--- config.mk ---
export PLATFORM = sky130hd
export DESIGN_NAME = windowed_node_pattern_matcher
export DESIGN_NICKNAME = d
export VERILOG_FILES = /design/src/hdl/wnpm_pkg.sv /design/src/hdl/wnpm_front.sv /design/src/hdl/wnpm_fifo.sv /design/src/hdl/wnpm_back.sv /design/src/hdl/windowed_node_pattern_matcher.sv
export SDC_FILE = /design/constraint.sdc
export NUM_CORES = 1
export LEC_CHECK = 0
export ABC_AREA = 1
export ABC_CLOCK_PERIOD_IN_PS = 25300
export BUFFER_PORTS_ARGS = -buffer_cell sky130_fd_sc_hd__buf_2
export CAP_MARGIN = 0
export CORE_MARGIN = 10
export CORE_UTILIZATION = 45
export DETAILED_ROUTE_END_ITERATION = 16
export PLACE_DENSITY_LB_ADDON = 0.25
export SETUP_SLACK_MARGIN = 0.5
export SYNTH_ARGS = -nofsm -noshare
export SYNTH_HDL_FRONTEND = slang
export SYNTH_SLANG_ARGS = --single-unit
--- constraint.sdc ---
create_clock -name clk_i -period 25.3 [get_ports clk_i]
set_input_delay 5.06 -clock clk_i [delete_from_list [all_inputs] [get_ports clk_i]]
set_output_delay 5.06 -clock clk_i [all_outputs]
set_load 0.01 [all_outputs]
--- src/hdl/wnpm_pkg.sv ---
// ----------------------------------------------------------------------------
// wnpm_pkg
// Shared types and constants of the windowed node pattern matcher: opcodes,
// status codes and the command word passed from the front end to the back end.
// ----------------------------------------------------------------------------
package wnpm_pkg;

  // width of the node type and child count ports
  localparam int unsigned FieldW = 16;

  // command codes carried on the input channel
  typedef enum logic [1:0] {
    OP_CLEAR  = 2'd0,
    OP_APPEND = 2'd1,
    OP_TARGET = 2'd2,
    OP_END    = 2'd3
  } opcode_e;

  // outcome reported at end of target
  typedef enum logic [1:0] {
    ST_NO_MATCH = 2'd0,
    ST_MATCH    = 2'd1,
    ST_EMPTY    = 2'd2,
    ST_OVERFLOW = 2'd3
  } status_e;

  // decoded command word queued between front and back
  typedef struct packed {
    opcode_e             op;
    logic [FieldW-1:0]   node_type;
    logic [FieldW-1:0]   child_count;
  } cmd_t;

endpackage

--- src/hdl/wnpm_front.sv ---
// ----------------------------------------------------------------------------
// wnpm_front
// Input side: takes words from the input channel, decodes the opcode and
// trims the element fields to the configured field width before queueing.
// ----------------------------------------------------------------------------
module wnpm_front #(
  parameter int unsigned FIELD_BITS = 16
) (
  input  logic                       in_valid_i,
  output logic                       in_ready_o,
  input  logic [1:0]                 opcode_i,
  input  logic [wnpm_pkg::FieldW-1:0] node_type_i,
  input  logic [wnpm_pkg::FieldW-1:0] child_count_i,
  input  logic                       q_full_i,
  output logic                       q_push_o,
  output wnpm_pkg::cmd_t             q_cmd_o
);
  import wnpm_pkg::*;

  // only the low field bits take part in the comparison
  localparam int unsigned EffW  = (FIELD_BITS < FieldW) ? FIELD_BITS : FieldW;
  localparam int unsigned Shift = FieldW - EffW;
  localparam logic [FieldW-1:0] FieldMask = {FieldW{1'b1}} >> Shift;

  // accept whenever the queue has room
  assign in_ready_o = !q_full_i;
  assign q_push_o   = in_valid_i && !q_full_i;

  // decode and mask
  always_comb begin
    q_cmd_o.op          = opcode_e'(opcode_i);
    q_cmd_o.node_type   = node_type_i & FieldMask;
    q_cmd_o.child_count = child_count_i & FieldMask;
  end

endmodule

--- src/hdl/wnpm_fifo.sv ---
// ----------------------------------------------------------------------------
// wnpm_fifo
// Two-entry command queue that decouples the front end from the back end.
// ----------------------------------------------------------------------------
module wnpm_fifo (
  input  logic           clk_i,
  input  logic           rst_ni,
  input  logic           push_i,
  input  wnpm_pkg::cmd_t push_cmd_i,
  output logic           full_o,
  input  logic           pop_i,
  output logic           valid_o,
  output wnpm_pkg::cmd_t pop_cmd_o
);
  import wnpm_pkg::*;

  localparam int unsigned Depth = 2;
  localparam int unsigned PtrW  = $clog2(Depth);
  localparam int unsigned CntW  = $clog2(Depth + 1);

  cmd_t            mem_q [Depth];
  logic [PtrW-1:0] wr_ptr_q, wr_ptr_d;
  logic [PtrW-1:0] rd_ptr_q, rd_ptr_d;
  logic [CntW-1:0] cnt_q, cnt_d;
  logic            do_push, do_pop;

  assign full_o    = (cnt_q == CntW'(Depth));
  assign valid_o   = (cnt_q != '0);
  assign pop_cmd_o = mem_q[rd_ptr_q];
  assign do_push   = push_i && !full_o;
  assign do_pop    = pop_i && valid_o;

  // pointer and fill count update
  always_comb begin
    wr_ptr_d = do_push ? wr_ptr_q + 1'b1 : wr_ptr_q;
    rd_ptr_d = do_pop ? rd_ptr_q + 1'b1 : rd_ptr_q;
    cnt_d    = cnt_q;
    if (do_push && !do_pop) begin
      cnt_d = cnt_q + 1'b1;
    end else if (do_pop && !do_push) begin
      cnt_d = cnt_q - 1'b1;
    end
  end

  always_ff @(posedge clk_i or negedge rst_ni) begin
    if (!rst_ni) begin
      wr_ptr_q <= '0;
      rd_ptr_q <= '0;
      cnt_q    <= '0;
    end else begin
      wr_ptr_q <= wr_ptr_d;
      rd_ptr_q <= rd_ptr_d;
      cnt_q    <= cnt_d;
    end
  end

  // entry storage
  always_ff @(posedge clk_i) begin
    if (do_push) begin
      mem_q[wr_ptr_q] <= push_cmd_i;
    end
  end

  // fill count stays in range and pointers agree with it
  assert property (@(posedge clk_i) disable iff (!rst_ni)
    (cnt_q <= CntW'(Depth)) && ((cnt_q == CntW'(Depth)) || (cnt_q == '0)
      ? (wr_ptr_q == rd_ptr_q) : (wr_ptr_q != rd_ptr_q)))
    else $error("queue fill count and pointers disagree");

endmodule

--- src/hdl/wnpm_back.sv ---
// ----------------------------------------------------------------------------
// wnpm_back
// Execution side: holds the pattern and the target window, compares every
// window position against the pattern in parallel and registers the status.
// ----------------------------------------------------------------------------
module wnpm_back #(
  parameter int unsigned MAX_PATTERN = 16,
  parameter int unsigned FIELD_BITS  = 16
) (
  input  logic           clk_i,
  input  logic           rst_ni,
  input  logic           q_valid_i,
  input  wnpm_pkg::cmd_t q_cmd_i,
  output logic           q_pop_o,
  output logic           out_valid_o,
  input  logic           out_ready_i,
  output logic [1:0]     status_o
);
  import wnpm_pkg::*;

  localparam int unsigned EffW = (FIELD_BITS < FieldW) ? FIELD_BITS : FieldW;
  localparam int unsigned LenW = $clog2(MAX_PATTERN + 1);
  localparam logic [LenW-1:0] MaxLen = LenW'(MAX_PATTERN);

  // pattern kept newest-first so position i lines up with window position i
  logic [EffW-1:0] pat_type_q [MAX_PATTERN];
  logic [EffW-1:0] pat_cnt_q  [MAX_PATTERN];
  // window, newest element at position 0
  logic [EffW-1:0] win_type_q [MAX_PATTERN];
  logic [EffW-1:0] win_cnt_q  [MAX_PATTERN];

  logic [LenW-1:0] len_q, len_d;
  logic [LenW-1:0] seen_q, seen_d, seen_inc;
  logic            ovf_q, ovf_d;
  logic            match_q, match_d;
  logic            out_valid_q, out_valid_d;
  status_e         status_q, status_d;

  logic [EffW-1:0]        e_type, e_cnt;
  logic [EffW-1:0]        cand_type [MAX_PATTERN];
  logic [EffW-1:0]        cand_cnt  [MAX_PATTERN];
  logic [MAX_PATTERN-1:0] pos_ok;
  logic                   window_hit;
  logic                   out_free;
  logic                   pop;
  logic                   do_append, do_target;

  assign e_type = q_cmd_i.node_type[EffW-1:0];
  assign e_cnt  = q_cmd_i.child_count[EffW-1:0];

  // output stage can take a status when empty or being drained
  assign out_free = !out_valid_q || out_ready_i;
  assign pop      = q_valid_i && ((q_cmd_i.op != OP_END) || out_free);
  assign q_pop_o  = pop;

  assign do_append = pop && (q_cmd_i.op == OP_APPEND) && (len_q < MaxLen);
  assign do_target = pop && (q_cmd_i.op == OP_TARGET);

  // per-position compare against the window as it looks after the shift
  for (genvar g = 0; g < MAX_PATTERN; g++) begin : g_pos
    if (g == 0) begin : g_head
      assign cand_type[g] = e_type;
      assign cand_cnt[g]  = e_cnt;
    end else begin : g_tail
      assign cand_type[g] = win_type_q[g-1];
      assign cand_cnt[g]  = win_cnt_q[g-1];
    end
    assign pos_ok[g] = (LenW'(g) >= len_q) ||
                       ((cand_type[g] == pat_type_q[g]) && (cand_cnt[g] >= pat_cnt_q[g]));
  end

  assign seen_inc   = (seen_q < MaxLen) ? seen_q + 1'b1 : seen_q;
  assign window_hit = (len_q != '0) && (seen_inc >= len_q) && (&pos_ok);

  // control state update per command
  always_comb begin
    len_d       = len_q;
    ovf_d       = ovf_q;
    seen_d      = seen_q;
    match_d     = match_q;
    status_d    = status_q;
    out_valid_d = out_valid_q && !out_ready_i;
    if (pop) begin
      unique case (q_cmd_i.op)
        OP_CLEAR: begin
          len_d = '0;
          ovf_d = 1'b0;
        end
        OP_APPEND: begin
          if (len_q < MaxLen) begin
            len_d = len_q + 1'b1;
          end else begin
            ovf_d = 1'b1;
          end
        end
        OP_TARGET: begin
          seen_d  = seen_inc;
          match_d = match_q || window_hit;
        end
        OP_END: begin
          priority if ((len_q == '0) || (seen_q == '0)) begin
            status_d = ST_EMPTY;
          end else if (ovf_q) begin
            status_d = ST_OVERFLOW;
          end else if (match_q) begin
            status_d = ST_MATCH;
          end else begin
            status_d = ST_NO_MATCH;
          end
          out_valid_d = 1'b1;
          seen_d      = '0;
          match_d     = 1'b0;
        end
        default: begin
          len_d = len_q;
        end
      endcase
    end
  end

  always_ff @(posedge clk_i or negedge rst_ni) begin
    if (!rst_ni) begin
      len_q       <= '0;
      ovf_q       <= 1'b0;
      seen_q      <= '0;
      match_q     <= 1'b0;
      out_valid_q <= 1'b0;
    end else begin
      len_q       <= len_d;
      ovf_q       <= ovf_d;
      seen_q      <= seen_d;
      match_q     <= match_d;
      out_valid_q <= out_valid_d;
    end
  end

  // pattern and window shift registers
  always_ff @(posedge clk_i) begin
    status_q <= status_d;
    if (do_append) begin
      for (int i = 1; i < MAX_PATTERN; i++) begin
        pat_type_q[i] <= pat_type_q[i-1];
        pat_cnt_q[i]  <= pat_cnt_q[i-1];
      end
      pat_type_q[0] <= e_type;
      pat_cnt_q[0]  <= e_cnt;
    end
    if (do_target) begin
      for (int i = 1; i < MAX_PATTERN; i++) begin
        win_type_q[i] <= win_type_q[i-1];
        win_cnt_q[i]  <= win_cnt_q[i-1];
      end
      win_type_q[0] <= e_type;
      win_cnt_q[0]  <= e_cnt;
    end
  end

  assign out_valid_o = out_valid_q;
  assign status_o    = status_q;

  // counters never pass capacity
  assert property (@(posedge clk_i) disable iff (!rst_ni)
    (len_q <= MaxLen) && (seen_q <= MaxLen))
    else $error("pattern length or target count beyond capacity");

  // an end command never overwrites a status still waiting to be taken
  assert property (@(posedge clk_i) disable iff (!rst_ni)
    (pop && (q_cmd_i.op == OP_END)) |-> !(out_valid_q && !out_ready_i))
    else $error("pending status overwritten");

  // end of target leaves the target side cleared
  assert property (@(posedge clk_i) disable iff (!rst_ni)
    (pop && (q_cmd_i.op == OP_END)) |=> (seen_q == '0) && !match_q && out_valid_q)
    else $error("target side not cleared after end");

  // a match is only reported with a non-empty pattern and enough elements
  assert property (@(posedge clk_i) disable iff (!rst_ni)
    $rose(match_q) |-> (len_q != '0) && (seen_q >= len_q))
    else $error("match flagged without a full window");

endmodule

--- src/hdl/windowed_node_pattern_matcher.sv ---
// ----------------------------------------------------------------------------
// windowed_node_pattern_matcher
// Searches a stream of (node type, child count) elements for a contiguous run
// that matches a stored pattern.
// ----------------------------------------------------------------------------
// Usage:
//   Input channel (in_valid_i / in_ready_o) carries one command word:
//   opcode_i selects clear pattern, append pattern element, target element or
//   end of target; node_type_i and child_count_i carry the element.
//   Output channel (out_valid_o / out_ready_i) carries one status word per
//   end-of-target command: no match, match, empty, or pattern overflow.
//   Throughput is one word per cycle for every opcode, except that an
//   end-of-target word waits while an earlier status is not yet taken; the
//   window shift and all MAX_PATTERN position compares run in parallel. An
//   end-of-target word passes the command queue, then the status register.
//   Words pass through a two-entry queue, so the input keeps flowing while a
//   status waits; if the receiver stalls, the back end holds further
//   end-of-target words, the queue fills and in_ready_o drops.
//   Reset empties the queue, clears pattern length, overflow flag, target
//   count and match flag; pattern contents are not cleared.
// ----------------------------------------------------------------------------
module windowed_node_pattern_matcher #(
  parameter int unsigned MAX_PATTERN = 16,
  parameter int unsigned FIELD_BITS  = 16
) (
  input  logic                        clk_i,
  input  logic                        rst_ni,
  input  logic                        in_valid_i,
  output logic                        in_ready_o,
  input  logic [1:0]                  opcode_i,
  input  logic [wnpm_pkg::FieldW-1:0] node_type_i,
  input  logic [wnpm_pkg::FieldW-1:0] child_count_i,
  output logic                        out_valid_o,
  input  logic                        out_ready_i,
  output logic [1:0]                  status_o
);
  import wnpm_pkg::*;

  logic q_full, q_push, q_valid, q_pop;
  cmd_t push_cmd, pop_cmd;

  // decode side
  wnpm_front #(
    .FIELD_BITS(FIELD_BITS)
  ) u_front (
    .in_valid_i   (in_valid_i),
    .in_ready_o   (in_ready_o),
    .opcode_i     (opcode_i),
    .node_type_i  (node_type_i),
    .child_count_i(child_count_i),
    .q_full_i     (q_full),
    .q_push_o     (q_push),
    .q_cmd_o      (push_cmd)
  );

  // command queue
  wnpm_fifo u_fifo (
    .clk_i     (clk_i),
    .rst_ni    (rst_ni),
    .push_i    (q_push),
    .push_cmd_i(push_cmd),
    .full_o    (q_full),
    .pop_i     (q_pop),
    .valid_o   (q_valid),
    .pop_cmd_o (pop_cmd)
  );

  // execution side
  wnpm_back #(
    .MAX_PATTERN(MAX_PATTERN),
    .FIELD_BITS (FIELD_BITS)
  ) u_back (
    .clk_i      (clk_i),
    .rst_ni     (rst_ni),
    .q_valid_i  (q_valid),
    .q_cmd_i    (pop_cmd),
    .q_pop_o    (q_pop),
    .out_valid_o(out_valid_o),
    .out_ready_i(out_ready_i),
    .status_o   (status_o)
  );

endmodule
==> impl_metrics.tcl, run 1 <==
set metrics [dict create \
    syn_nets 3418 \
    nNetsFinal 3570 \
    pre_cts_ws_ns 16.42 \
    port_buffers 41 \
    post-cts-setup-buffer-count 0 \
    clock-root-buffer "clkbuf_16" \
    holdWs_ns 0.436 \
    status "finished, final reports clean" \
    cp_cell_sequence "buf_2 -> inv_1 -> nand2_1 -> o22ai_2 -> nor2_4 -> nand2_1 -> inv_8 -> buf_4 -> buf_4" \
    setup_slack_ns 17.21 \
    crit_type "in2reg" \
    clkTransAtPathRegs_ns 0.06 \
    post-route-drc-count 0 \
    critPathBufInv 5 \
    grt.overflow.total 0 \
    n_fill_cell 7917 \
    cts_tree "done" \
    crit_required_ns 25.57 \
    place_inst 4435 \
    final_antenna_net_count 0 \
    p_leak_uw 0.0192 \
    max_stage_delay_ns 0.86 \
    io_pins 42 \
    final_common_cell "edfxtp_1" \
    most-common-layout-cells "edfxtp_1 (1062), nand2_1 (588), inv_1 (429), ha_1 (267), xnor2_1 (182)" \
    grt_max_degree 184 \
    fin_crit_ns 8.09 \
    tightestPinTransition_ns 1.20 \
    dp_hpwl_um 38600 \
    cts_made_buffers 104 \
    yosys_warnings 0 \
    ir_worst_vdd_mv 0.172 \
    hold_violations 0 \
    cp_max_fo 145 \
    die_w_um 333 \
    syn_inst 3113 \
    grt_pass1_wl_um 99000 \
    critical-path-top-delay-family "buffers and inverters" \
    initialDrtViolationCount 979 \
    htreeDepth 3 \
    dpl_cell_area_um2 45900 \
    cp_data_arrival_time_ns 8.36 \
    clock_path_buffers 3 \
    vias 21384 \
    synthToLayoutAreaGrowth_pct 11.9 \
    yosysSeqAreaShare_pct 73.4 \
    cts.sinks 1079 \
    vias_per_cell 4.62 \
    fin_setup_tns_ns 0 \
    grt_pass1_vias 21563 \
    final_cell_area_um2 49200 \
    slew_headroom_pct 19.7 \
    hp-class "reg2reg" \
    period_share_pct 32.0 \
    cp-start-kind "input pin" \
    die_y_um 333 \
    gp_congestion 0.778 \
    hold_buffers 0 \
    grt.total_usage_pct 10.7 \
    synth_area_um2 44000 \
    drt_pass1_iterations 5 \
    power_density_nw_per_um2 124 \
    core.rowCount 114 \
    drv_cap 0 \
    setup_viol 0 \
    ctsResizeCount 0 \
    finalMaxSlewViolations 0 \
    ys_ff_latch 1079 \
    fmax_ghz 0.124 \
    skew_ns 0.0198 \
    drive_gt1_share_pct 7.19 \
    end_kind "register" \
    clk_latency_ns 0.65 \
    dieArea_um2 111000 \
    core-area_um2 96900 \
    critical-path-slowest-cell "buf_4" \
    rsz0062_at_grt "false" \
    antenna_found_initial 1 \
    wl_per_cell_um 12.9 \
    drt-total-wl_um 59700 \
    syn_avg_cell_area_um2 14.1 \
    instances_no_fill 4630 \
    yosysUniqueCellTypes 37 \
    start_util_pct 45.4 \
]
==> layout make-up <==
cell class / count / area, um2 / share of cell area [%]
well taps: 1276 / 1600 / 3.24
repair buffers: 53 / 308 / 0.625
multi-input cells: 1595 / 10000 / 20.4
diodes: 1 / 2.50 / 0.00508
clock inverters: 64 / 568 / 1.15
inverters: 432 / 1640 / 3.32
flip-flops and latches: 1079 / 32300 / 65.6
clock buffers: 130 / 2790 / 5.66
==> per-layer routing <==
metal / track usage, % / part of all wire (%) / up-vias
met1: 12.2 / 42 / 9955
met5: 0 / 0 / -
li1: - / - / 11065
met4: 3.99 / 2.5 / 0
met2: 19.8 / 52 / 256
met3: 2.15 / 4.1 / 108
==> logic make-up after synthesis <==
kind of cell | synth area share (%)
xor gates and xnor gates | 4.00
and+or+nand+nor | 8.47
buffers and inverters | 3.86
AOI/OAI and AO/OA | 2.66
adders and majority gates | 7.59
DFF | 73.4
==> Yosys cell counts, drive strengths merged <==
cell       n  share of area, %
a31oi      1             0.014
a21o       6              0.10
or2       23              0.33
buf        5              0.14
clkinv     1            0.0085
nand3b     5             0.085
nor3      20              0.23
o32ai      1             0.020
o22ai      4             0.071
a21oi    118               1.3
nor3b      1             0.017
edfxtp  1062                72
o21a       2             0.034
o21bai    18              0.31
clkbuf     2             0.017
nor4       1             0.014
a211oi     1             0.017
nand4     29              0.41
ha       267               7.6
a21boi     1             0.017
xor2      19              0.38
nand2    603               5.3
nor2     172               1.5
and2       3             0.043
xnor2    182               3.6
dfrtp     17              0.97
inv      431               3.7
o21ai     62              0.70
nand3     54              0.61
o211ai     2             0.034
==> state kept, by name, summed over array words and instances, names as in the netlist <==
signal and cells:
u_back.pat_cnt_q 256, u_back.pat_type_q 256, u_back.win_cnt_q 240, u_back.win_type_q 240, u_fifo.mem_q 68, u_back.len_q 5, u_back.seen_q 5, u_back.status_o 2
u_fifo.cnt_q 2, u_back.match_q 1, u_back.out_valid_o 1, u_back.ovf_q 1, u_fifo.rd_ptr_q 1, u_fifo.wr_ptr_q 1
==> per-stage QoR <==
| step | total power (uW) | utilization (%) |
|---|---|---|
| 2_1_floorplan | 4700 | - |
| 3_3_place_gp | 4660 | 47.4 |
| 3_5_place_dp | 4720 | 47.4 |
| 4_1_cts | 6230 | 50.8 |
| 5_1_grt | 6580 | 50.8 |
| 6_report | 6130 | 50.8 |
==> report_power, final <==
part	total, uW	leakage, uW	internal (uW)	switching [uW]
combinational	1420	0.00746	504	919
sequential	3210	0.0101	2910	299
clock	1500	0.00162	879	617
total	6130	0.0192	4290	1830
==> final timing paths <==
| check | startpoint | end | slack, ns | depth (start not counted) |
|---|---|---|---|---|
| max in group asynchronous | rst_ni | u_back.seen_q[1] | 20.67 | 1 |
| min | u_back.win_cnt_q[0][96] | u_back.win_cnt_q[0][112] | 0.44 | 0 |
| min in group asynchronous | rst_ni | u_fifo.cnt_q[1] | 4.33 | 1 |
| max reg2reg | u_fifo.rd_ptr_q | u_back.win_type_q[0][209] | 20.60 | 11 |
| max | out_ready_i | u_back.win_type_q[0][209] | 17.21 | 9 |
| min reg2reg | u_back.win_cnt_q[0][96] | u_back.win_cnt_q[0][112] | 0.44 | 0 |
Note: power is estimated with default switching activity, not from simulation.
==> run 2, diff against run 1 <==
- ABC_AREA: 1 -> 0
- ABC_CLOCK_PERIOD_IN_PS: 25300 -> 7000
- clock period: 25.3 -> 7 ns (I/O delays scaled with it)
==> run 2 against run 1 <==
Compared with the run above: combinational power rose to 3.0 times the previous value; largest cell class unchanged; largest power group unchanged; global-route usage rose by 1.0 points; non-clock buffer count rose by 4; clock skew rose by 0.0094 ns; sequential cell count did not move; critical path depth fell by 1; sequential power rose to 3.5 times the previous value.
==> impl_metrics.tcl, run 2 <==
set metrics [dict create \
    hold-path-endpoint "u_back.pat_cnt_q[3][29]" \
    clock_path_buffers 3 \
    synth_compound_area_share_pct 3.70 \
    status "finished, final reports clean" \
    cp-start-kind "register" \
    cp_max_fo 37 \
    cp_data_arrival_time_ns 4.72 \
    dpl_cell_area_um2 44500 \
    port_buffers 41 \
    ir_worst_vdd_mv 0.301 \
    power_density_nw_per_um2 437 \
    r2r-end "u_back.match_q" \
    r2r_slack_ns 2.84 \
    cts_tree "done" \
    wl_per_cell_um 15.9 \
    ctsResizeCount 0 \
    syn_inst 2449 \
    drt_pass1_iterations 5 \
    vias 19187 \
    gp_congestion 0.843 \
    drive_gt1_share_pct 9.74 \
    r2r_start "u_fifo.rd_ptr_q" \
    antenna_found_initial 2 \
    slew_headroom_pct 21.2 \
    yosys.area_share.adder_pct 7.84 \
    rsz0062_at_grt "false" \
    final_common_cell "edfxtp_1" \
    io_pins 42 \
    end_kind "register" \
    period_share_pct 59.4 \
    setup_slack_ns 2.84 \
    multi_input_area_um2 9240 \
    cts_made_buffers 105 \
    syn_avg_cell_area_um2 17.4 \
    yosysUniqueCellTypes 59 \
    ys_ff_latch 1079 \
    synth_top_family_by_area "adder cells" \
    synth_simple_gate_area_share_pct 3.56 \
    reg2reg_depth 8 \
    largest_registers "u_back.pat_cnt_q x256, u_back.pat_type_q x256" \
    crit_type "reg2reg" \
    netlist.area_leader.share_pct 74.9 \
    final_cell_area_um2 48000 \
    post-route-drc-count 0 \
    fin_crit_ns 4.16 \
    vias_per_cell 4.86 \
    most-common-layout-cells "edfxtp_1 (1062), inv_1 (268), ha_1 (267), xnor2_1 (197), clkbuf_16 (107)" \
    core-area_um2 93600 \
    pre_cts_ws_ns 2.75 \
    syn_nets 2754 \
    synthToLayoutAreaGrowth_pct 12.7 \
    power_uw 21000 \
    setup_viol 0 \
    hold_start "u_back.pat_cnt_q[3][13]" \
    crit_required_ns 7.57 \
    core.rowCount 112 \
    grt.total_usage_pct 11.8 \
    hp-class "reg2reg" \
    skew_ns 0.0292 \
    synth_most_common_cell "edfxtp_1" \
    ys.flop_type "edfxtp_1" \
    clock-root-buffer "clkbuf_16" \
    dieArea_um2 107000 \
    synth_area_um2 42600 \
    final_core_util_pct 51.3 \
    grt_pass1_vias 20548 \
    final_antenna_net_count 0 \
    synthTopCellsByCount "edfxtp_1 (1062), inv_1 (268), ha_1 (267)" \
    htreeDepth 3 \
    yosysSeqAreaShare_pct 75.9 \
    nNetsFinal 2908 \
    grt.overflow.total 0 \
    synthXorXnorAreaFrac_pct 5.43 \
    yosys_warnings 0 \
    hold_violations 0 \
    drv_cap 0 \
    yosys.area.top_type "edfxtp_1" \
    holdPathStages 0 \
    start_util_pct 45.5 \
    synth.area.mux_share_pct 1.07 \
    die_w_um 328 \
    drt-total-wl_um 62800 \
    synth_area_leaders "edfxtp_1 (75%), ha_1 (7.8%), xnor2_1 (4.1%)" \
    p_leak_uw 0.0174 \
    grt_pass1_wl_um 102000 \
    n_fill_cell 7631 \
    die_y_um 328 \
    grt_max_degree 186 \
    finalMaxSlewViolations 0 \
    clkTransAtPathRegs_ns 0.06 \
    post-cts-setup-buffer-count 0 \
    initialDrtViolationCount 956 \
    clk_latency_ns 0.66 \
    dp_hpwl_um 42300 \
    hold_buffers 0 \
    fmax_ghz 0.241 \
    cts.sinks 1079 \
    regArea_um2 32300 \
    tightestPinTransition_ns 1.15 \
    synth_edf_count 1062 \
    synthArstFlopShare_pct 1.58 \
]
==> run 2: final cells by class <==
type                       count  area share, %
tap                         1254           3.27
clock buffer                 127           5.74
sequential                  1079           67.3
antenna                        1        0.00521
timing repair buffer          57          0.834
inverter                     268           2.10
clock inverter                67           1.45
multi-input combinational   1092           19.3
==> run 2: critical path, cell delays in order, from the launching register on <==
cell,delay (ns)
dfrtp_2,0.37
mux2i_1,0.93
o221ai_2,0.49
nor2_4,1.02
o211ai_1,0.19
or4_1,0.48
a2111oi_2,0.22
nand4_1,0.15
o21ai_1,0.19
==> run 2: per-layer routing <==
layer  wire length (um)  GRT usage (%)
met2              32400           21.2
met5                 13              0
met1              25600           13.7
met3               3040           2.44
met4               1760           4.45
==> run 2: kinds of logic after synthesis <==
| logic type | after synthesis |
|---|---|
| AO/OA/AOI/OAI | 246 |
| flip-flops | 1079 |
| XOR/XNOR | 264 |
| adder cells (fa/ha/maj) | 267 |
| AND/OR/NAND/NOR | 277 |
| multiplexers | 38 |
| buffers and inverters | 278 |
==> run 2: worst max-delay path by stage <==
| stage | from | end | cells past startpoint |
|---|---|---|---|
| after floorplan | u_fifo.rd_ptr_q | u_back.len_q[0] | 7 |
| after global placement | out_ready_i | u_back.win_type_q[0][226] | 5 |
| after detailed placement | out_ready_i | u_back.match_q | 9 |
| after CTS | u_fifo.rd_ptr_q | u_back.match_q | 8 |
| after global routing | u_fifo.mem_q[1][32] | u_back.match_q | 8 |
| final | u_fifo.rd_ptr_q | u_back.match_q | 8 |
==> run 2: through the flow <==
stage	hold slack (ns)	TNS, ns	cells
floorplan	0.426	-4565.73	2449
global placement	0.433	0	3750
detailed placement	0.432	0	3750
CTS	0.446	0	3944
global route	0.456	0	3944
finish	0.443	0	3945
==> run 2: where the power goes <==
part	switching (uW)	internal [uW]	total [uW]
Combinational	2670	1630	4290
Sequential	1030	10100	11200
Clock	2290	3250	5540
Total	5990	15000	21000
